<file path="src/hdl/srs_pkg.sv">
// ----------------------------------------------------------------------------
// srs_pkg
// Shared types and constants of the selective-repeat sender core.
// ----------------------------------------------------------------------------
`default_nettype none

package srs_pkg;

	// field widths
	localparam int FRAME_W = 7;
	localparam int WIN_W   = 5;
	localparam int PTR_W   = FRAME_W + 1;
	localparam int FRAME_SPAN = 2 ** FRAME_W;

	// defaults and limits
	localparam int MAX_FRAMES_DEF = 128;
	localparam int MAX_WINDOW     = 16;
	localparam int MAX_RESULTS    = 16;
	localparam int CNT_W          = $clog2(MAX_RESULTS + 1);

	localparam logic [FRAME_W-1:0] TOTAL_RST  = 7'd8;
	localparam logic [WIN_W-1:0]   WINDOW_RST = 5'd4;

	// configuration register indexes
	typedef enum logic {
		CFG_TOTAL_FRAMES = 1'b0,
		CFG_WINDOW_SIZE  = 1'b1
	} cfg_idx_t;

	// event codes
	typedef enum logic [1:0] {
		REQ_START   = 2'd0,
		REQ_TIMEOUT = 2'd1,
		REQ_ACK     = 2'd2,
		REQ_NAK     = 2'd3
	} req_type_t;

	typedef enum logic [1:0] {
		EMIT_RETX,
		EMIT_NEW,
		EMIT_STATUS
	} emit_kind_t;

	typedef enum logic [2:0] {
		ST_IDLE,
		ST_DISPATCH,
		ST_RETX,
		ST_WALK_RD,
		ST_WALK_CHK,
		ST_NEW
	} state_t;

	// controller to datapath
	typedef struct packed {
		logic       load;
		logic       mark;
		logic       base_inc;
		logic       emit;
		emit_kind_t kind;
		logic       last;
	} srs_cmd_t;

	// datapath to controller
	typedef struct packed {
		req_type_t req;
		logic      fr_ok;
		logic      base_le_tot;
		logic      can_send;
		logic      more;
		logic      acked_rd;
		logic      slot_free;
	} srs_sts_t;

endpackage

`default_nettype wire

</file>
<file path="src/hdl/srs_datapath.sv">
// ----------------------------------------------------------------------------
// srs_datapath
// Config registers, window pointers, ack bitmap and the result register.
// ----------------------------------------------------------------------------
`default_nettype none

module srs_datapath #(
	parameter int MAX_FRAMES = srs_pkg::MAX_FRAMES_DEF
) (
	input  wire logic                         clk,
	input  wire logic                         arst_n,
	input  wire logic                         cfg_valid,
	input  wire logic                         cfg_index,
	input  wire logic [srs_pkg::FRAME_W-1:0]  cfg_data,
	input  wire logic [1:0]                   req_type,
	input  wire logic [srs_pkg::FRAME_W-1:0]  ack_frame,
	input  wire srs_pkg::srs_cmd_t            cmd,
	output srs_pkg::srs_sts_t                 sts,
	input  wire logic                         out_ready,
	output logic                              out_valid,
	output logic                              send_valid,
	output logic [srs_pkg::FRAME_W-1:0]       send_frame,
	output logic                              is_retransmit,
	output logic                              all_done,
	output logic                              last
);

	localparam int MAP_DEPTH = (MAX_FRAMES < srs_pkg::FRAME_SPAN) ?
		MAX_FRAMES : srs_pkg::FRAME_SPAN;
	localparam int IDX_W = $clog2(MAP_DEPTH);
	localparam logic [srs_pkg::FRAME_W-1:0] TOT_CAP = srs_pkg::FRAME_W'(MAP_DEPTH - 1);
	localparam int WIN_CAP_I = (srs_pkg::MAX_WINDOW > (2 ** srs_pkg::WIN_W) - 1) ?
		(2 ** srs_pkg::WIN_W) - 1 : srs_pkg::MAX_WINDOW;
	localparam logic [srs_pkg::WIN_W-1:0] WIN_CAP = srs_pkg::WIN_W'(WIN_CAP_I);

	logic [srs_pkg::FRAME_W-1:0] total_q;
	logic [srs_pkg::WIN_W-1:0]   window_q;
	logic [srs_pkg::PTR_W-1:0]   base_q;
	logic [srs_pkg::PTR_W-1:0]   nnf_q;
	logic [MAP_DEPTH-1:0]        acked_q;
	logic                        acked_rd_q;
	srs_pkg::req_type_t          req_q;
	logic [srs_pkg::FRAME_W-1:0] fr_q;
	logic [srs_pkg::CNT_W-1:0]   k_q;
	logic                        out_valid_q;
	logic                        send_valid_q;
	logic [srs_pkg::FRAME_W-1:0] send_frame_q;
	logic                        retx_q;
	logic                        done_q;
	logic                        last_q;

	logic [srs_pkg::FRAME_W-1:0] tot_eff;
	logic [srs_pkg::PTR_W-1:0]   tot_ext;
	logic [srs_pkg::WIN_W-1:0]   win_eff;
	logic [srs_pkg::PTR_W:0]     limit;
	logic [srs_pkg::PTR_W-1:0]   nnf_p1;
	logic [srs_pkg::CNT_W-1:0]   k_p1;
	logic                        slot_free;
	logic [srs_pkg::FRAME_W-1:0] emit_frame;

	// clamped configuration
	always_comb begin
		tot_eff = (total_q > TOT_CAP) ? TOT_CAP : total_q;
		tot_ext = {1'b0, tot_eff};
		if (window_q == '0) begin
			win_eff = srs_pkg::WIN_W'(1);
		end else if (window_q > WIN_CAP) begin
			win_eff = WIN_CAP;
		end else begin
			win_eff = window_q;
		end
	end

	assign limit     = {1'b0, base_q} + {{(srs_pkg::PTR_W + 1 - srs_pkg::WIN_W){1'b0}}, win_eff};
	assign nnf_p1    = nnf_q + srs_pkg::PTR_W'(1);
	assign k_p1      = k_q + srs_pkg::CNT_W'(1);
	assign slot_free = !out_valid_q || out_ready;

	always_comb begin
		sts.req         = req_q;
		sts.fr_ok       = (fr_q != '0) && (fr_q <= tot_eff);
		sts.base_le_tot = base_q <= tot_ext;
		sts.can_send    = (k_q < srs_pkg::CNT_W'(srs_pkg::MAX_RESULTS)) &&
			({1'b0, nnf_q} < limit) && (nnf_q <= tot_ext);
		sts.more        = (k_p1 < srs_pkg::CNT_W'(srs_pkg::MAX_RESULTS)) &&
			({1'b0, nnf_p1} < limit) && (nnf_p1 <= tot_ext);
		sts.acked_rd    = acked_rd_q;
		sts.slot_free   = slot_free;
	end

	always_comb begin
		unique case (cmd.kind)
			srs_pkg::EMIT_RETX: begin
				emit_frame = (req_q == srs_pkg::REQ_TIMEOUT) ?
					base_q[srs_pkg::FRAME_W-1:0] : fr_q;
			end
			srs_pkg::EMIT_NEW: begin
				emit_frame = nnf_q[srs_pkg::FRAME_W-1:0];
			end
			default: begin
				emit_frame = '0;
			end
		endcase
	end

	// config and window state
	always_ff @(posedge clk or negedge arst_n) begin
		if (!arst_n) begin
			total_q  <= srs_pkg::TOTAL_RST;
			window_q <= srs_pkg::WINDOW_RST;
			base_q   <= srs_pkg::PTR_W'(1);
			nnf_q    <= srs_pkg::PTR_W'(1);
			acked_q  <= '0;
			k_q      <= '0;
		end else begin
			if (cfg_valid) begin
				unique case (srs_pkg::cfg_idx_t'(cfg_index))
					srs_pkg::CFG_TOTAL_FRAMES: total_q  <= cfg_data;
					srs_pkg::CFG_WINDOW_SIZE:  window_q <= cfg_data[srs_pkg::WIN_W-1:0];
					default: ;
				endcase
			end
			if (cmd.mark) begin
				acked_q[fr_q[IDX_W-1:0]] <= 1'b1;
			end
			if (cmd.base_inc) begin
				base_q <= base_q + srs_pkg::PTR_W'(1);
			end
			if (cmd.emit && cmd.kind == srs_pkg::EMIT_NEW) begin
				nnf_q <= nnf_p1;
			end
			if (cmd.load) begin
				k_q <= '0;
			end else if (cmd.emit) begin
				k_q <= k_p1;
			end
		end
	end

	// registered bitmap read at the window base
	always_ff @(posedge clk) begin
		acked_rd_q <= acked_q[base_q[IDX_W-1:0]];
		if (cmd.load) begin
			req_q <= srs_pkg::req_type_t'(req_type);
			fr_q  <= ack_frame;
		end
	end

	// result register
	always_ff @(posedge clk or negedge arst_n) begin
		if (!arst_n) begin
			out_valid_q <= 1'b0;
		end else if (cmd.emit) begin
			out_valid_q <= 1'b1;
		end else if (out_ready) begin
			out_valid_q <= 1'b0;
		end
	end

	always_ff @(posedge clk) begin
		if (cmd.emit) begin
			send_valid_q <= cmd.kind != srs_pkg::EMIT_STATUS;
			send_frame_q <= emit_frame;
			retx_q       <= cmd.kind == srs_pkg::EMIT_RETX;
			done_q       <= base_q > tot_ext;
			last_q       <= cmd.last;
		end
	end

	assign out_valid     = out_valid_q;
	assign send_valid    = send_valid_q;
	assign send_frame    = send_frame_q;
	assign is_retransmit = retx_q;
	assign all_done      = done_q;
	assign last          = last_q;

endmodule

`default_nettype wire

</file>
<file path="src/hdl/srs_ctrl.sv">
// ----------------------------------------------------------------------------
// srs_ctrl
// Event sequencer: dispatch, bitmap walk and result emission.
// ----------------------------------------------------------------------------
`default_nettype none

module srs_ctrl (
	input  wire logic              clk,
	input  wire logic              arst_n,
	input  wire logic              in_valid,
	output logic                   in_ready,
	input  wire srs_pkg::srs_sts_t sts,
	output srs_pkg::srs_cmd_t      cmd
);

	srs_pkg::state_t state_q;
	srs_pkg::state_t state_nxt;

	always_ff @(posedge clk or negedge arst_n) begin
		if (!arst_n) begin
			state_q <= srs_pkg::ST_IDLE;
		end else begin
			state_q <= state_nxt;
		end
	end

	// next state
	always_comb begin
		state_nxt = state_q;
		unique case (state_q)
			srs_pkg::ST_IDLE: begin
				if (in_valid) state_nxt = srs_pkg::ST_DISPATCH;
			end
			srs_pkg::ST_DISPATCH: begin
				unique case (sts.req)
					srs_pkg::REQ_TIMEOUT:
						state_nxt = sts.base_le_tot ? srs_pkg::ST_RETX : srs_pkg::ST_NEW;
					srs_pkg::REQ_ACK:
						state_nxt = sts.fr_ok ? srs_pkg::ST_WALK_RD : srs_pkg::ST_NEW;
					srs_pkg::REQ_NAK:
						state_nxt = sts.fr_ok ? srs_pkg::ST_RETX : srs_pkg::ST_NEW;
					default:
						state_nxt = srs_pkg::ST_NEW;
				endcase
			end
			srs_pkg::ST_RETX: begin
				if (sts.slot_free) begin
					state_nxt = sts.can_send ? srs_pkg::ST_NEW : srs_pkg::ST_IDLE;
				end
			end
			srs_pkg::ST_WALK_RD: begin
				state_nxt = srs_pkg::ST_WALK_CHK;
			end
			srs_pkg::ST_WALK_CHK: begin
				state_nxt = (sts.base_le_tot && sts.acked_rd) ?
					srs_pkg::ST_WALK_RD : srs_pkg::ST_NEW;
			end
			srs_pkg::ST_NEW: begin
				if (sts.slot_free) begin
					state_nxt = (sts.can_send && sts.more) ? srs_pkg::ST_NEW : srs_pkg::ST_IDLE;
				end
			end
			default: begin
				state_nxt = srs_pkg::ST_IDLE;
			end
		endcase
	end

	// outputs
	always_comb begin
		in_ready     = 1'b0;
		cmd.load     = 1'b0;
		cmd.mark     = 1'b0;
		cmd.base_inc = 1'b0;
		cmd.emit     = 1'b0;
		cmd.kind     = srs_pkg::EMIT_STATUS;
		cmd.last     = 1'b0;
		unique case (state_q)
			srs_pkg::ST_IDLE: begin
				in_ready = 1'b1;
				cmd.load = in_valid;
			end
			srs_pkg::ST_DISPATCH: begin
				cmd.mark = (sts.req == srs_pkg::REQ_ACK) && sts.fr_ok;
			end
			srs_pkg::ST_RETX: begin
				cmd.emit = sts.slot_free;
				cmd.kind = srs_pkg::EMIT_RETX;
				cmd.last = !sts.can_send;
			end
			srs_pkg::ST_WALK_CHK: begin
				cmd.base_inc = sts.base_le_tot && sts.acked_rd;
			end
			srs_pkg::ST_NEW: begin
				cmd.emit = sts.slot_free;
				cmd.kind = sts.can_send ? srs_pkg::EMIT_NEW : srs_pkg::EMIT_STATUS;
				cmd.last = sts.can_send ? !sts.more : 1'b1;
			end
			default: ;
		endcase
	end

endmodule

`default_nettype wire

</file>
<file path="src/hdl/selective_repeat_sender_core.sv">
// flow: an event is taken in idle, decoded in the next cycle, and its first result is
// registered from the retx or new state once the result register is free (valid ack:
// each bitmap check takes a read and a check state, and there is one check more than
// the frames the base advances); throughput: one event at a time, results go out one
// per cycle while the result register is free, after the bitmap walk for a valid ack
// reset: base and next frame go to one, the ack bitmap clears at once, config to defaults
// ----------------------------------------------------------------------------
// selective_repeat_sender_core
// Sender side of a selective-repeat ARQ: turns start, timeout, ack and nak
// events into a stream of frame sends and retransmissions.
// ----------------------------------------------------------------------------
`default_nettype none

module selective_repeat_sender_core #(
	parameter int MAX_FRAMES = srs_pkg::MAX_FRAMES_DEF
) (
	input  wire logic                        clk,
	input  wire logic                        arst_n,
	// config write channel
	input  wire logic                        cfg_valid,
	output logic                             cfg_ready,
	input  wire logic                        cfg_index,
	input  wire logic [srs_pkg::FRAME_W-1:0] cfg_data,
	// event channel
	input  wire logic                        in_valid,
	output logic                             in_ready,
	input  wire logic [1:0]                  req_type,
	input  wire logic [srs_pkg::FRAME_W-1:0] ack_frame,
	// result channel
	output logic                             out_valid,
	input  wire logic                        out_ready,
	output logic                             send_valid,
	output logic [srs_pkg::FRAME_W-1:0]      send_frame,
	output logic                             is_retransmit,
	output logic                             all_done,
	output logic                             last
);

	srs_pkg::srs_cmd_t cmd;
	srs_pkg::srs_sts_t sts;

	// config beats are taken at any time; the user must send them only while idle, the block itself does not enforce this
	assign cfg_ready = 1'b1;

	// sequencer: one event at a time, emits one result beat per cycle
	// whenever the result register is free
	srs_ctrl u_ctrl (
		.clk      (clk),
		.arst_n   (arst_n),
		.in_valid (in_valid),
		.in_ready (in_ready),
		.sts      (sts),
		.cmd      (cmd)
	);

	// datapath: window base, next new frame, ack bitmap with registered
	// read at the base, and the result register that lets the next event
	// in while the last beat waits
	srs_datapath #(
		.MAX_FRAMES (MAX_FRAMES)
	) u_dp (
		.clk           (clk),
		.arst_n        (arst_n),
		.cfg_valid     (cfg_valid),
		.cfg_index     (cfg_index),
		.cfg_data      (cfg_data),
		.req_type      (req_type),
		.ack_frame     (ack_frame),
		.cmd           (cmd),
		.sts           (sts),
		.out_ready     (out_ready),
		.out_valid     (out_valid),
		.send_valid    (send_valid),
		.send_frame    (send_frame),
		.is_retransmit (is_retransmit),
		.all_done      (all_done),
		.last          (last)
	);

endmodule

`default_nettype wire

</file>
<file path="config.mk">
export PLATFORM = sky130hd
export DESIGN_NAME = selective_repeat_sender_core
export DESIGN_NICKNAME = d
export VERILOG_FILES = /design/src/hdl/srs_pkg.sv /design/src/hdl/srs_datapath.sv /design/src/hdl/srs_ctrl.sv /design/src/hdl/selective_repeat_sender_core.sv
export SDC_FILE = /design/constraint.sdc
export NUM_CORES = 1
export LEC_CHECK = 0
export BUFFER_PORTS_ARGS = -buffer_cell sky130_fd_sc_hd__buf_2
export CAP_MARGIN = 20
export CORE_UTILIZATION = 62
export DETAILED_ROUTE_END_ITERATION = 16
export GPL_TIMING_DRIVEN = 0
export PLACE_DENSITY = 0.87
export SLEW_MARGIN = 15
export SYNTH_ARGS = -nofsm -noshare
export SYNTH_HDL_FRONTEND = slang
export SYNTH_SLANG_ARGS = --single-unit
export TNS_END_PERCENT = 100
</file>
<file path="constraint.sdc">
create_clock -name clk -period 4.6 [get_ports clk]
set_clock_uncertainty 0.15 [all_clocks]
set_input_delay 1.38 -clock clk [delete_from_list [all_inputs] [get_ports clk]]
set_output_delay 1.38 -clock clk [all_outputs]
set_load 0.005 [all_outputs]
</file>
==> report_table.html, run 1 <==
<table>
<tr><th>Metric</th><th>Value</th></tr>
<tr><th colspan="2">Status</th></tr>
<tr><td>Status</td><td>finished clean</td></tr>
<tr><th colspan="2">Final layout</th></tr>
<tr><td>Layout-stage area growth over the synthesis result</td><td>11.1%</td></tr>
<tr><td>Commonest cells after routing, fill and taps aside</td><td>dfrtp_1, o21bai_1, ha_1</td></tr>
<tr><td>Proportion of layout cells with a drive suffix above 1</td><td>15.3%</td></tr>
<tr><td>Filler cells</td><td>938</td></tr>
<tr><td>Final Instance Count excl. Fillers</td><td>989</td></tr>
<tr><td>Antenna diode count</td><td>0</td></tr>
<tr><td>Total area of multi-input combinational cells</td><td>0.00423 mm²</td></tr>
<tr><td>Summed area of non-filler cells in the final layout</td><td>0.0102 mm²</td></tr>
<tr><td>Footprint of the flip-flops and latches</td><td>0.00475 mm²</td></tr>
<tr><td>Most common cell after layout, fill and taps aside</td><td>dfrtp_1</td></tr>
<tr><td>Number of nets in the final layout</td><td>864</td></tr>
<tr><th colspan="2">CTS</th></tr>
<tr><td>Clk slew on worst S/H paths</td><td>0.07 ns</td></tr>
<tr><td>Clock tree from TritonCTS</td><td>built</td></tr>
<tr><td>Clock H-tree levels</td><td>4</td></tr>
<tr><td>Insertion delay to the later sink of the worst-skew pair</td><td>0.44 ns</td></tr>
<tr><td>Total CTS buffers</td><td>17</td></tr>
<tr><td>Hold buffer count at cts</td><td>0</td></tr>
<tr><td>Number of buffers between clock root and the deepest sink</td><td>2</td></tr>
<tr><td>CTS Root Cell</td><td>clkbuf_16</td></tr>
<tr><td>Number of sinks on the clock net</td><td>186</td></tr>
<tr><th colspan="2">Yosys</th></tr>
<tr><td>Synthesized area</td><td>0.00919 mm²</td></tr>
<tr><td>Gate Count Post-Synth</td><td>740</td></tr>
<tr><td>Dominant cells by area after synthesis</td><td>dfrtp_1, o21bai_1, mux4_2</td></tr>
<tr><td>Leading register cell type out of synthesis</td><td>dfrtp_1</td></tr>
<tr><td>Largest area contributor in the netlist</td><td>dfrtp_1</td></tr>
<tr><td>Post-synthesis net count</td><td>811</td></tr>
<tr><td>Sequential cell area fraction in the yosys report</td><td>51.7%</td></tr>
<tr><td>Register bit count reported by yosys</td><td>186</td></tr>
<tr><td>EDFF count, synth</td><td>20</td></tr>
<tr><td>Fraction of post-synthesis cell area in the top cell type by area</td><td>43.8%</td></tr>
<tr><td>Mean Syn Cell Area</td><td>12.4 µm²</td></tr>
<tr><td>Number of distinct library cell variants in the gate-level netlist after synthesis</td><td>58</td></tr>
<tr><td>Number of warning messages in the yosys log</td><td>0</td></tr>
<tr><td>Share of async-settable or async-resettable flops after synthesis</td><td>88.7%</td></tr>
<tr><th colspan="2">Pwr</th></tr>
<tr><td>Ratio of total power to cell area</td><td>444 mW/mm²</td></tr>
<tr><td>Switching component of the power</td><td>0.00143 W</td></tr>
<tr><td>Total power draw</td><td>0.00454 W</td></tr>
<tr><td>Proportion of power drawn by the clock network</td><td>30.8%</td></tr>
<tr><td>Leakage</td><td>4.55 nW</td></tr>
<tr><td>Power share of the sequential group</td><td>45.0%</td></tr>
<tr><td>Int Power</td><td>0.00311 W</td></tr>
<tr><td>IR drop worst, VDD</td><td>0.000396 V</td></tr>
<tr><td>Proportion of power drawn by combinational gates</td><td>24.2%</td></tr>
<tr><td>Sw Ratio</td><td>31.5%</td></tr>
<tr><th colspan="2">STA</th></tr>
<tr><td>Pin slew with the least headroom to its limit</td><td>0.753 ns</td></tr>
<tr><td>Post-route clock period utilization</td><td>95.4%</td></tr>
<tr><td>Achievable clock frequency</td><td>228 MHz</td></tr>
<tr><td>Unrepaired setup endpoints after global routing</td><td>false</td></tr>
<tr><td>Number of endpoints with negative hold slack in the final report</td><td>0</td></tr>
<tr><td>Fin crit period</td><td>4.39 ns</td></tr>
<tr><td>Setup-violating endpoint count in the final report</td><td>0</td></tr>
<tr><td>Max-slew violations</td><td>0</td></tr>
<tr><td>Slew Limit Headroom</td><td>49.7%</td></tr>
<tr><td>Setup WS post-layout</td><td>0.209 ns</td></tr>
<tr><th colspan="2">Critical path</th></tr>
<tr><td>Worst reg2reg path startpoint</td><td>u_dp.base_q[1]</td></tr>
<tr><td>Crit. End Element</td><td>register</td></tr>
<tr><td>CP Max Fanout</td><td>19</td></tr>
<tr><td>WP data required</td><td>4.76 ns</td></tr>
<tr><td>Startpoint class of the critical path</td><td>register</td></tr>
<tr><td>Arrival time at the worst endpoint</td><td>4.55 ns</td></tr>
<tr><td>Classification of the worst setup path</td><td>reg2reg</td></tr>
<tr><td>Worst setup startpoint</td><td>u_dp.base_q[1]</td></tr>
<tr><th colspan="2">Place</th></tr>
<tr><td>Weighted congestion reported at the end of routability-driven placement</td><td>0.982</td></tr>
<tr><td>Setup WS pre-CTS</td><td>-0.424 ns</td></tr>
<tr><td>Cell area reported after detailed placement</td><td>0.00963 mm²</td></tr>
<tr><td>Number of cells in the design after placement</td><td>959</td></tr>
<tr><td>IO Port Bufs</td><td>34</td></tr>
<tr><td>Hpwl dp</td><td>14,900 µm</td></tr>
<tr><th colspan="2">Floorplan</th></tr>
<tr><td>Number of rows created at floorplan</td><td>44</td></tr>
<tr><td>Vertical extent of the die</td><td>124 µm</td></tr>
<tr><td>Core box area</td><td>0.0145 mm²</td></tr>
<tr><td>Effective utilization at floorplan</td><td>63.5%</td></tr>
<tr><td>Horizontal die dimension</td><td>124 µm</td></tr>
<tr><td>Die footprint</td><td>0.0153 mm²</td></tr>
<tr><td>I/O Pins</td><td>36</td></tr>
<tr><th colspan="2">Drt</th></tr>
<tr><td>Violation count after the first detailed-route iteration</td><td>640</td></tr>
<tr><td>Drt pass-1 iters</td><td>5</td></tr>
<tr><td>Final wirelength</td><td>21,800 µm</td></tr>
<tr><td>Vias per Instance</td><td>6.58</td></tr>
<tr><td>Wire per inst</td><td>22.1 µm</td></tr>
<tr><td>Vias after detailed routing</td><td>6,512</td></tr>
<tr><td>ANT nets after route</td><td>0</td></tr>
<tr><td>DR DRC count</td><td>0</td></tr>
<tr><th colspan="2">Min path</th></tr>
<tr><td>Worst hold-check path type</td><td>reg2reg</td></tr>
<tr><td>Source of the worst hold timing path</td><td>u_dp.acked_q[61]</td></tr>
<tr><th colspan="2">Global route</th></tr>
<tr><td>Pin count of the biggest net entering global routing</td><td>106</td></tr>
<tr><td>Global-route wire length before repair</td><td>35,700 µm</td></tr>
<tr><td>GRT Util Overall</td><td>31.7%</td></tr>
<tr><td>Global-route congestion overflow total</td><td>0</td></tr>
<tr><td>Vias in the first global route</td><td>6,856</td></tr>
<tr><td>Antenna violations before repair</td><td>0</td></tr>
<tr><th colspan="2">Run</th></tr>
<tr><td>Max-capacitance violation count</td><td>0</td></tr>
</table>
==> per-stage QoR <==
stage / hold slack (ns) / utilization [%] / TNS [ns]
final: 0.320 / 70.5 / 0
after global routing: 0.325 / 70.5 / 0
after CTS: 0.321 / 70.4 / 0
after detailed placement: 0.306 / 66.5 / -5.13
after global placement: 0.288 / 66.2 / -37.11
after floorplan: 0.275 / - / 0
==> per-layer routing <==
| metal | global-route usage [%] | vias up | share of wire, % |
|---|---|---|---|
| met4 | 15.1 | 0 | 3.5 |
| met5 | 0 | - | 0 |
| met2 | 53.7 | 271 | 52 |
| li1 | - | 2841 | - |
| met3 | 6.91 | 61 | 5.3 |
| met1 | 38.7 | 3339 | 39 |
==> flip-flops by register name, summed over array words and instances (netlist names) <==
signal              count
u_dp.acked_q          128
u_dp.base_q             8
u_dp.nnf_q              8
u_dp.fr_q               7
u_dp.send_frame         7
u_dp.total_q            7
u_dp.k_q                5
u_dp.window_q           5
u_ctrl.state_q          3
u_dp.req_q              2
u_dp.acked_rd_q         1
u_dp.all_done           1
u_dp.is_retransmit      1
u_dp.last               1
u_dp.out_valid          1
u_dp.send_valid         1
==> cells in the mapped netlist (all sizes together) (4+ instances only) <==
cell type	instances
clkbuf	22
xnor2	14
nand4	8
buf	12
nand3b	4
o21ai	24
a21oi	20
mux2	10
mux4	37
dfrtp	161
nor2b	18
a21o	5
edfxtp	20
ha	48
nand3	24
nand2	47
and3	5
xor2	14
a211oi	6
nand2b	4
nor3	6
o22ai	6
dfstp	4
inv	15
mux2i	9
o21a	4
o21bai	130
nor2	30
==> timing repair <==
item	in CTS	in global routing
setup buffers	0	0
endpoints found under the setup margin	19	12
gates cloned	0	0
resized for setup	1	2
==> power by group through the flow <==
stage / clock, W / combinational, W / sequential (W)
2_1_floorplan: 0 / 0.000744 / 0.00202
3_3_place_gp: 0 / 0.000984 / 0.00205
3_5_place_dp: 0 / 0.00105 / 0.00207
4_1_cts: 0.00141 / 0.00107 / 0.00204
5_1_grt: 0.00147 / 0.00122 / 0.00207
6_report: 0.00140 / 0.00110 / 0.00204
==> cells by family after synthesis <==
kind of cell / synth area share [%]
AO/OA/AOI/OAI: 16.5
flip-flops: 51.7
AND/OR/NAND/NOR: 8.18
multiplexers: 11.6
adder cells (fa/ha/maj): 6.97
buffers and inverters: 2.35
XOR/XNOR: 2.67
other: 0.0408
==> path summary, 6_finish.rpt <==
| kind | endpoint | slack [ns] | cells after the start |
|---|---|---|---|
| worst max-delay path | u_dp.nnf_q[3] | 0.21 | 15 |
| worst min register to register | u_dp.acked_q[61] | 0.32 | 1 |
| worst max register to register | u_dp.nnf_q[3] | 0.21 | 15 |
| min in group asynchronous | u_dp.nnf_q[7] | 0.71 | 1 |
| max in group asynchronous | u_dp.acked_q[50] | 2.74 | 2 |
| worst min-delay path | u_dp.acked_q[61] | 0.32 | 1 |
==> worst max-delay path, cell delays in order (launching register included) <==
cell	delay [ns]
dfrtp_1	0.46
buf_2	0.31
buf_6	0.27
inv_1	0.15
fa_1	0.47
and2b_1	0.23
o21ai_0	0.07
a21o_1	0.20
ha_1	0.21
a21oi_1	0.16
o21ai_0	0.11
maj3_1	0.45
a311oi_4	0.44
buf_2	0.29
nand3b_1	0.13
xnor2_1	0.16
==> final cells by class <==
cell class | count | share of cell area, %
clock buffer | 21 | 4.72
tap | 184 | 2.26
sequential | 186 | 46.6
timing repair buffer | 35 | 2.03
inverter | 15 | 0.552
multi-input combinational | 505 | 41.5
buffer | 33 | 1.59
clock inverter | 10 | 0.785
(Power assumes the default switching activity.)
==> run 2, diff against run 1 <==
- RECOVER_POWER: not set -> 25
==> report_table.html, run 2 (synthesized netlist as in run 1, its figures left out) <==
<table>
<tr><th>Metric</th><th>Value</th></tr>
<tr><th colspan="2">CTS</th></tr>
<tr><td>Number of sinks on the clock net</td><td>186 (unchanged)</td></tr>
<tr><td>Clk slew on worst S/H paths</td><td>0.07 ns (about the same)</td></tr>
<tr><td>Clock tree from TritonCTS</td><td>built</td></tr>
<tr><td>Number of buffers between clock root and the deepest sink</td><td>2 (unchanged)</td></tr>
<tr><td>CTS Root Cell</td><td>clkbuf_16</td></tr>
<tr><td>Number of buffers added for setup after CTS</td><td>0 (unchanged)</td></tr>
<tr><td>Insertion delay to the later sink of the worst-skew pair</td><td>0.43 ns (about the same)</td></tr>
<tr><td>Clock H-tree levels</td><td>4 (unchanged)</td></tr>
<tr><td>Total CTS buffers</td><td>17 (unchanged)</td></tr>
<tr><td>Hold buffer count at cts</td><td>0 (unchanged)</td></tr>
<tr><th colspan="2">Floorplan</th></tr>
<tr><td>Horizontal die dimension</td><td>124 µm (unchanged)</td></tr>
<tr><td>Vertical extent of the die</td><td>124 µm (unchanged)</td></tr>
<tr><td>Die footprint</td><td>0.0153 mm² (unchanged)</td></tr>
<tr><td>I/O Pins</td><td>36 (unchanged)</td></tr>
<tr><td>Effective utilization at floorplan</td><td>63.5% (unchanged)</td></tr>
<tr><td>Number of rows created at floorplan</td><td>44 (unchanged)</td></tr>
<tr><td>Core box area</td><td>0.0145 mm² (unchanged)</td></tr>
<tr><th colspan="2">Critical path</th></tr>
<tr><td>Arrival time at the worst endpoint</td><td>4.57 ns (+0.02 ns)</td></tr>
<tr><td>Buffers and inverters on the worst path</td><td>4 (unchanged)</td></tr>
<tr><td>Crit. End Element</td><td>register</td></tr>
<tr><td>Ordered cell list for the critical path</td><td>buf_2 &gt; buf_6 &gt; inv_1 &gt; fa_1 &gt; and2b_1 &gt; o21ai_0 &gt; a21o_1 &gt; ha_1 &gt; a21oi_1 &gt; o21ai_0 &gt; maj3_1 &gt; a311oi_4 &gt; buf_2 &gt; nand3b_1 &gt; xnor2_1</td></tr>
<tr><td>Crit-path slowest cell</td><td>fa_1</td></tr>
<tr><td>WP data required</td><td>4.76 ns (about the same)</td></tr>
<tr><td>Cell type group with the largest total delay on the critical path</td><td>adder cells</td></tr>
<tr><td>Instance count on the critical path</td><td>15 (unchanged)</td></tr>
<tr><td>Count of cells along the worst register-to-register path</td><td>15 (unchanged)</td></tr>
<tr><td>CP Max Fanout</td><td>19 (unchanged)</td></tr>
<tr><td>Startpoint class of the critical path</td><td>register</td></tr>
<tr><td>Classification of the worst setup path</td><td>reg2reg</td></tr>
<tr><td>Crit-path max cell delay</td><td>0.47 ns (about the same)</td></tr>
<tr><th colspan="2">Status</th></tr>
<tr><td>Failing checks</td><td>capacitance limit, slew limit</td></tr>
<tr><td>Status</td><td>finished, violations left</td></tr>
<tr><th colspan="2">Global route</th></tr>
<tr><td>Global-route wire length before repair</td><td>35,700 µm (unchanged)</td></tr>
<tr><td>Global-route congestion overflow total</td><td>0 (unchanged)</td></tr>
<tr><td>Vias in the first global route</td><td>6,856 (unchanged)</td></tr>
<tr><td>GRT Util Overall</td><td>31.7% (unchanged)</td></tr>
<tr><td>Pin count of the biggest net entering global routing</td><td>106 (unchanged)</td></tr>
<tr><td>Antenna violations before repair</td><td>0 (unchanged)</td></tr>
<tr><th colspan="2">Drt</th></tr>
<tr><td>Wire per inst</td><td>22.1 µm (+0.13%)</td></tr>
<tr><td>ANT nets after route</td><td>0 (unchanged)</td></tr>
<tr><td>Vias per Instance</td><td>6.60 (+0.29%)</td></tr>
<tr><td>DR DRC count</td><td>0 (unchanged)</td></tr>
<tr><td>Final wirelength</td><td>21,900 µm (+0.13%)</td></tr>
<tr><td>Violation count after the first detailed-route iteration</td><td>634 (-0.94%)</td></tr>
<tr><td>Drt pass-1 iters</td><td>5 (unchanged)</td></tr>
<tr><td>Vias after detailed routing</td><td>6,531 (+0.29%)</td></tr>
<tr><th colspan="2">Place</th></tr>
<tr><td>Number of cells in the design after placement</td><td>959 (unchanged)</td></tr>
<tr><td>Hpwl dp</td><td>14,900 µm (unchanged)</td></tr>
<tr><td>IO Port Bufs</td><td>34 (unchanged)</td></tr>
<tr><td>Weighted congestion reported at the end of routability-driven placement</td><td>0.982 (unchanged)</td></tr>
<tr><td>Setup WS pre-CTS</td><td>-0.424 ns (unchanged)</td></tr>
<tr><th colspan="2">STA</th></tr>
<tr><td>Number of endpoints with negative hold slack in the final report</td><td>0 (unchanged)</td></tr>
<tr><td>Max-slew violations</td><td>61 (+61)</td></tr>
<tr><td>Slew Limit Headroom</td><td>-94.0% (-140 points)</td></tr>
<tr><td>Unrepaired setup endpoints after global routing</td><td>false</td></tr>
<tr><td>Fin crit period</td><td>4.41 ns (+0.0164 ns)</td></tr>
<tr><td>Aggregate negative setup slack</td><td>0 ns (unchanged)</td></tr>
<tr><td>Achievable clock frequency</td><td>227 MHz (-0.37%)</td></tr>
<tr><td>Pin slew with the least headroom to its limit</td><td>2.91 ns (+2.16 ns)</td></tr>
<tr><td>Post-route clock period utilization</td><td>95.8% (+0.36 points)</td></tr>
<tr><td>Setup-violating endpoint count in the final report</td><td>0 (unchanged)</td></tr>
<tr><td>Setup WS post-layout</td><td>0.193 ns (-0.0164 ns)</td></tr>
<tr><th colspan="2">Final layout</th></tr>
<tr><td>Number of nets in the final layout</td><td>864 (unchanged)</td></tr>
<tr><td>Largest register by flop count</td><td>u_dp.acked_q</td></tr>
<tr><td>Layout-stage area growth over the synthesis result</td><td>10.9% (about the same)</td></tr>
<tr><td>Final Instance Count excl. Fillers</td><td>989 (unchanged)</td></tr>
<tr><td>Largest registers</td><td>u_dp.acked_q (128), u_dp.base_q (8), u_dp.nnf_q (8)</td></tr>
<tr><td>Commonest cells after routing, fill and taps aside</td><td>dfrtp_1, o21bai_1, ha_1</td></tr>
<tr><td>Antenna diode count</td><td>0 (unchanged)</td></tr>
<tr><td>Most common cell after layout, fill and taps aside</td><td>dfrtp_1</td></tr>
<tr><td>Largest register FFs</td><td>128 (unchanged)</td></tr>
<tr><td>Proportion of layout cells with a drive suffix above 1</td><td>14.7% (-0.62 points)</td></tr>
<tr><th colspan="2">Pwr</th></tr>
<tr><td>Sw Ratio</td><td>31.6% (+0.058 points)</td></tr>
<tr><td>Total power draw</td><td>0.00454 W (about the same)</td></tr>
<tr><td>Ratio of total power to cell area</td><td>445 mW/mm² (+0.18%)</td></tr>
<tr><td>Int Power</td><td>0.00311 W (about the same)</td></tr>
<tr><td>Switching component of the power</td><td>0.00143 W (+0.27%)</td></tr>
<tr><td>Proportion of power drawn by the clock network</td><td>30.9% (about the same)</td></tr>
<tr><td>IR drop worst, VDD</td><td>0.000401 V (+1.3%)</td></tr>
<tr><td>Leakage</td><td>4.54 nW (-0.32%)</td></tr>
<tr><td>Proportion of power drawn by combinational gates</td><td>24.2% (about the same)</td></tr>
<tr><td>Power share of the sequential group</td><td>45.0% (about the same)</td></tr>
<tr><th colspan="2">Run</th></tr>
<tr><td>Max-capacitance violation count</td><td>1 (+1)</td></tr>
<tr><th colspan="2">Min path</th></tr>
<tr><td>Hold depth</td><td>1 (unchanged)</td></tr>
<tr><td>Worst hold-check path type</td><td>reg2reg</td></tr>
</table>
## run 2: path summary, 6_finish.rpt
path                                  start               end  slack [ns]
max in group asynchronous            arst_n  u_dp.acked_q[74]        0.69
min reg2reg                u_dp.acked_q[61]  u_dp.acked_q[61]        0.32
min                        u_dp.acked_q[61]  u_dp.acked_q[61]        0.32
max                          u_dp.base_q[1]     u_dp.nnf_q[3]        0.19
max reg2reg                  u_dp.base_q[1]     u_dp.nnf_q[3]        0.19
min in group asynchronous            arst_n     u_dp.nnf_q[7]        1.94
## run 2: repair_timing
action                                  CTS  global route
endpoints found under the setup margin   19            12
gates cloned                              0             0
gates resized for setup                   1             2
## run 2: worst register-to-register path: cells and delay by family (launching register included)
kind | cells | cell delay [ns]
adders and majority gates | 3 | 1.13
buffers and inverters | 4 | 1.05
AOI/OAI and AO/OA | 5 | 0.99
DFF | 1 | 0.46
and+or+nand+nor | 2 | 0.36
xor gates and xnor gates | 1 | 0.16
## run 2: final cells by class
class,instances,area (µm²)
tap,184,230
clock buffer,21,482
timing repair buffer,35,198
clock inverter,10,80.1
inverter,15,56.3
multi-input combinational,505,4230
sequential,186,4750
fill,943,4280
buffer,33,163
## run 2: power by group through the flow
stage	logic (W)	registers [W]	clock network [W]
2_1_floorplan	0.000744	0.00202	0
3_3_place_gp	0.000984	0.00205	0
3_5_place_dp	0.00105	0.00207	0
4_1_cts	0.00107	0.00204	0.00141
5_1_grt	0.00122	0.00207	0.00147
6_report	0.00110	0.00204	0.00140
## run 2: stage by stage
stage	hold slack (ns)	instance area [µm²]	util (%)
after detailed placement	0.306	9630	66.5
after global placement	0.288	9590	66.2
after floorplan	0.275	9190	-
after CTS	0.321	10200	70.4
final	0.320	10200	70.4
after global routing	0.325	10200	70.4
## run 2: per-layer routing
layer  vias to the layer above  wire [µm]  part of all wire [%]  global-route usage (%)
met3                        68       1390                   6.3                    6.91
met5                         -          0                     0                       0
li1                       2843          -                     -                       -
met4                         0        708                   3.2                    15.1
met2                       302      11300                    51                    53.7
met1                      3318       8520                    39                    38.7
==> run 3, diff against run 2 <==
- PLACE_DENSITY: 0.87 -> 0.8
- SYNTH_HIERARCHICAL: not set -> 1
==> report_table.html, run 3 <==
<table>
<tr><th>Metric</th><th>Value</th></tr>
<tr><th colspan="2">Global route</th></tr>
<tr><td>Most congested layer reported by global routing</td><td>met2</td></tr>
<tr><td>Met2 capacity usage during global routing</td><td>53.4% (-0.28 points)</td></tr>
<tr><td>Antenna violations before repair</td><td>0 (unchanged)</td></tr>
<tr><td>GRT Util Overall</td><td>30.9% (-0.76 points)</td></tr>
<tr><td>Global-route wire length before repair</td><td>37,400 µm (+4.9%)</td></tr>
<tr><td>Pin count of the biggest net entering global routing</td><td>97 (-8.5%)</td></tr>
<tr><td>Vias in the first global route</td><td>7,372 (+7.5%)</td></tr>
<tr><td>Routing usage on met1</td><td>37.0% (-1.7 points)</td></tr>
<tr><td>Global-route congestion overflow total</td><td>0 (unchanged)</td></tr>
<tr><td>Met3 track demand over resource</td><td>6.24% (-0.67 points)</td></tr>
<tr><th colspan="2">Pwr</th></tr>
<tr><td>Power share of the sequential group</td><td>44.5% (-0.5 points)</td></tr>
<tr><td>Proportion of power drawn by combinational gates</td><td>21.8% (-2.4 points)</td></tr>
<tr><td>Ratio of total power to cell area</td><td>421 mW/mm² (-5.5%)</td></tr>
<tr><td>Switching component of the power</td><td>0.00134 W (-6.8%)</td></tr>
<tr><td>Proportion of power drawn by the clock network</td><td>33.7% (+2.8 points)</td></tr>
<tr><td>Total power draw</td><td>0.00447 W (-1.5%)</td></tr>
<tr><td>Sw Ratio</td><td>29.9% (-1.7 points)</td></tr>
<tr><td>Int Power</td><td>0.00314 W (+1.0%)</td></tr>
<tr><td>IR drop worst, VDD</td><td>0.000332 V (-17%)</td></tr>
<tr><td>Leakage</td><td>5.55 nW (+22%)</td></tr>
<tr><th colspan="2">Min path</th></tr>
<tr><td>Worst hold-check path type</td><td>reg2reg</td></tr>
<tr><th colspan="2">Final layout</th></tr>
<tr><td>Largest register by flop count</td><td>u_dp/acked_q</td></tr>
<tr><td>Commonest cells after routing, fill and taps aside</td><td>dfrtp_1, a21o_1, nor2_1, ha_1, o21bai_1</td></tr>
<tr><td>Antenna diode count</td><td>0 (unchanged)</td></tr>
<tr><td>Largest registers</td><td>u_dp/acked_q (128), u_dp/base_q (8), u_dp/nnf_q (8)</td></tr>
<tr><td>Number of nets in the final layout</td><td>929 (+7.5%)</td></tr>
<tr><td>Largest register FFs</td><td>128 (unchanged)</td></tr>
<tr><td>Layout-stage area growth over the synthesis result</td><td>11.9%</td></tr>
<tr><td>Most common cell after layout, fill and taps aside</td><td>dfrtp_1</td></tr>
<tr><td>Final Util</td><td>72.1% (+1.7 points)</td></tr>
<tr><td>Proportion of layout cells with a drive suffix above 1</td><td>16.6% (+2.0 points)</td></tr>
<tr><th colspan="2">Drt</th></tr>
<tr><td>DR DRC count</td><td>0 (unchanged)</td></tr>
<tr><td>Drt pass-1 iters</td><td>5 (unchanged)</td></tr>
<tr><td>Final wirelength</td><td>23,000 µm (+5.1%)</td></tr>
<tr><td>ANT nets after route</td><td>0 (unchanged)</td></tr>
<tr><td>Vias per Instance</td><td>6.57 (-0.47%)</td></tr>
<tr><td>Violation count after the first detailed-route iteration</td><td>487 (-23%)</td></tr>
<tr><td>Wire per inst</td><td>21.7 µm (-1.7%)</td></tr>
<tr><td>Vias after detailed routing</td><td>6,947 (+6.4%)</td></tr>
<tr><th colspan="2">Place</th></tr>
<tr><td>Setup WS pre-CTS</td><td>-0.539 ns (-0.114 ns)</td></tr>
<tr><td>Hpwl dp</td><td>15,800 µm (+5.8%)</td></tr>
<tr><td>Weighted congestion reported at the end of routability-driven placement</td><td>0.894 (-8.9%)</td></tr>
<tr><td>IO Port Bufs</td><td>34 (unchanged)</td></tr>
<tr><th colspan="2">Critical path</th></tr>
<tr><td>Arrival time at the worst endpoint</td><td>4.60 ns (+0.03 ns)</td></tr>
<tr><td>CP Max Fanout</td><td>8 (-11)</td></tr>
<tr><td>Startpoint class of the critical path</td><td>register</td></tr>
<tr><td>Crit. End Element</td><td>register</td></tr>
<tr><td>WP data required</td><td>4.80 ns (+0.04 ns)</td></tr>
<tr><td>Classification of the worst setup path</td><td>reg2reg</td></tr>
<tr><th colspan="2">Floorplan</th></tr>
<tr><td>I/O Pins</td><td>36 (unchanged)</td></tr>
<tr><td>Vertical extent of the die</td><td>126 µm (+1.7%)</td></tr>
<tr><td>Die footprint</td><td>0.0158 mm² (+3.3%)</td></tr>
<tr><td>Horizontal die dimension</td><td>126 µm (+1.7%)</td></tr>
<tr><td>Number of rows created at floorplan</td><td>44 (unchanged)</td></tr>
<tr><td>Core box area</td><td>0.0148 mm² (+1.9%)</td></tr>
<tr><td>Effective utilization at floorplan</td><td>64.4% (+0.94 points)</td></tr>
<tr><th colspan="2">STA</th></tr>
<tr><td>Number of endpoints with negative hold slack in the final report</td><td>0 (unchanged)</td></tr>
<tr><td>Setup WS post-layout</td><td>0.200 ns (+0.00656 ns)</td></tr>
<tr><td>Fin crit period</td><td>4.40 ns (-0.00656 ns)</td></tr>
<tr><td>Slew Limit Headroom</td><td>-61.7% (+32 points)</td></tr>
<tr><td>Pin slew with the least headroom to its limit</td><td>2.43 ns (-0.484 ns)</td></tr>
<tr><td>Max-slew violations</td><td>96 (+57%)</td></tr>
<tr><td>Setup-violating endpoint count in the final report</td><td>0 (unchanged)</td></tr>
<tr><td>Post-route clock period utilization</td><td>95.7% (-0.14 points)</td></tr>
<tr><td>Achievable clock frequency</td><td>227 MHz (+0.15%)</td></tr>
<tr><th colspan="2">Status</th></tr>
<tr><td>Failing checks</td><td>capacitance limit, slew limit</td></tr>
<tr><td>Status</td><td>finished, violations left</td></tr>
<tr><th colspan="2">CTS</th></tr>
<tr><td>Total CTS buffers</td><td>17 (unchanged)</td></tr>
<tr><td>Number of sinks on the clock net</td><td>186 (unchanged)</td></tr>
<tr><td>Clk slew on worst S/H paths</td><td>0.07 ns (about the same)</td></tr>
<tr><td>Clock tree from TritonCTS</td><td>built</td></tr>
<tr><td>Insertion delay to the later sink of the worst-skew pair</td><td>0.44 ns (about the same)</td></tr>
<tr><td>Clock H-tree levels</td><td>4 (unchanged)</td></tr>
<tr><td>CTS Root Cell</td><td>clkbuf_16</td></tr>
<tr><td>Number of buffers between clock root and the deepest sink</td><td>2 (unchanged)</td></tr>
<tr><th colspan="2">Yosys</th></tr>
<tr><td>Number of warning messages in the yosys log</td><td>6 (+6)</td></tr>
<tr><td>Synthesized area</td><td>0.00950 mm² (+3.4%)</td></tr>
<tr><td>Gate Count Post-Synth</td><td>804 (+8.6%)</td></tr>
<tr><td>Fraction of post-synthesis cell area in the top cell type by area</td><td>42.4% (-1.4 points)</td></tr>
<tr><td>Mean Syn Cell Area</td><td>11.8 µm² (-4.8%)</td></tr>
<tr><td>Leading post-synthesis cells by instance count</td><td>dfrtp_1, a21o_1, nor2_1, ha_1, o21bai_1</td></tr>
<tr><td>Number of distinct library cell variants in the gate-level netlist after synthesis</td><td>66 (+14%)</td></tr>
<tr><td>EDFF count, synth</td><td>20 (unchanged)</td></tr>
<tr><td>Leading register cell type out of synthesis</td><td>dfrtp_1</td></tr>
<tr><td>Share of async-settable or async-resettable flops after synthesis</td><td>88.7% (unchanged)</td></tr>
<tr><td>Register bit count reported by yosys</td><td>186 (unchanged)</td></tr>
<tr><td>Dominant cells by area after synthesis</td><td>dfrtp_1, a21o_1, edfxtp_1</td></tr>
<tr><td>Post-synthesis net count</td><td>873 (+7.6%)</td></tr>
<tr><td>Sequential cell area fraction in the yosys report</td><td>50.0% (-1.7 points)</td></tr>
<tr><td>Leading cell type by number of instances after synthesis</td><td>dfrtp_1</td></tr>
<tr><td>Largest area contributor in the netlist</td><td>dfrtp_1</td></tr>
<tr><th colspan="2">Run</th></tr>
<tr><td>Max-capacitance violation count</td><td>1 (unchanged)</td></tr>
</table>
-- run 3: worst paths after layout --
kind | end | slack (ns) | cells past startpoint | startpoint
max | u_dp/nnf_q[7] | 0.20 | 19 | u_dp/window_q[2]
min | u_dp/acked_q[77] | 0.30 | 1 | u_dp/acked_q[77]
max reg2reg | u_dp/nnf_q[7] | 0.20 | 19 | u_dp/window_q[2]
min reg2reg | u_dp/acked_q[77] | 0.30 | 1 | u_dp/acked_q[77]
max in group asynchronous | u_dp/acked_q[2] | 1.35 | 1 | arst_n
min in group asynchronous | u_dp/k_q[2] | 1.50 | 1 | arst_n
-- run 3: layer usage --
layer  wire length [µm]  vias up
met1               9150     3522
li1                   -     3062
met2              11500      277
met5                  0        -
met4               1050        0
met3               1270       86
-- run 3: per-stage QoR --
stage	setup TNS, ns	cell area [µm²]	std cells	hold WS, ns
6_report	0	10600	1057	0.299
5_1_grt	-0.0279	10600	1057	0.318
4_1_cts	0	10600	1057	0.304
3_5_place_dp	-4.75	9950	1023	0.287
3_3_place_gp	-41.23	9900	1022	0.280
2_1_floorplan	0	9500	804	0.270
-- run 3: cell type report --
cell class,count,area (µm²)
well taps,184,230
multi-input cells,552,4500
flip-flops and latches,186,4750
clock inverters,13,171
plain buffers,48,249
clock buffers,19,443
repair buffers,38,221
inverters,17,66.3
fillers,986,4120
-- run 3: cells by family (layout without fill, tap and decap cells) --
| kind of cell | Yosys count | count (layout) | synth area share [%] |
|---|---|---|---|
| other | 1 | 1 | 0.0395 |
| AOI/OAI and AO/OA | 234 | 234 | 17.6 |
| adders and majority gates | 47 | 47 | 6.27 |
| and+or+nand+nor | 188 | 188 | 9.98 |
| DFF | 186 | 186 | 50.0 |
| xor gates and xnor gates | 30 | 30 | 2.76 |
| muxes | 52 | 52 | 9.98 |
| buffers and inverters | 66 | 135 | 3.30 |
-- run 3: critical path, cell delays in order, from the launching register on --
cell and delay (ns):
dfstp_2 0.54, nor3_1 0.05, nor2_1 0.08, nor2_1 0.06
ha_1 0.23, fa_2 0.36, a21o_1 0.19, a21o_1 0.22
xnor2_2 0.15, ha_1 0.32, a21oi_2 0.13, o221ai_1 0.13
a22o_1 0.25, a311oi_4 0.34, and3_4 0.26, clkbuf_4 0.18
nand3b_1 0.18, buf_6 0.20, nor3_2 0.14, xor2_1 0.16
-- run 3: what timing repair did --
| item | in CTS | in global routing |
|---|---|---|
| cloned | 0 | 0 |
| pin swaps | 1 | 2 |
| setup endpoints to repair | 17 | 46 |
| hold buffers | 0 | 0 |
| gates resized for setup | 3 | 13 |
| buffers inserted | 2 | 0 |
| endpoints found under the hold margin | 0 | 0 |
-- run 3: power by group through the flow --
stage	logic [W]	clock network [W]	registers (W)
3_5_place_dp	0.000955	0	0.00202
3_3_place_gp	0.000902	0	0.00200
6_report	0.000977	0.00151	0.00199
2_1_floorplan	0.000680	0	0.00199
5_1_grt	0.00107	0.00160	0.00201
4_1_cts	0.000966	0.00153	0.00199
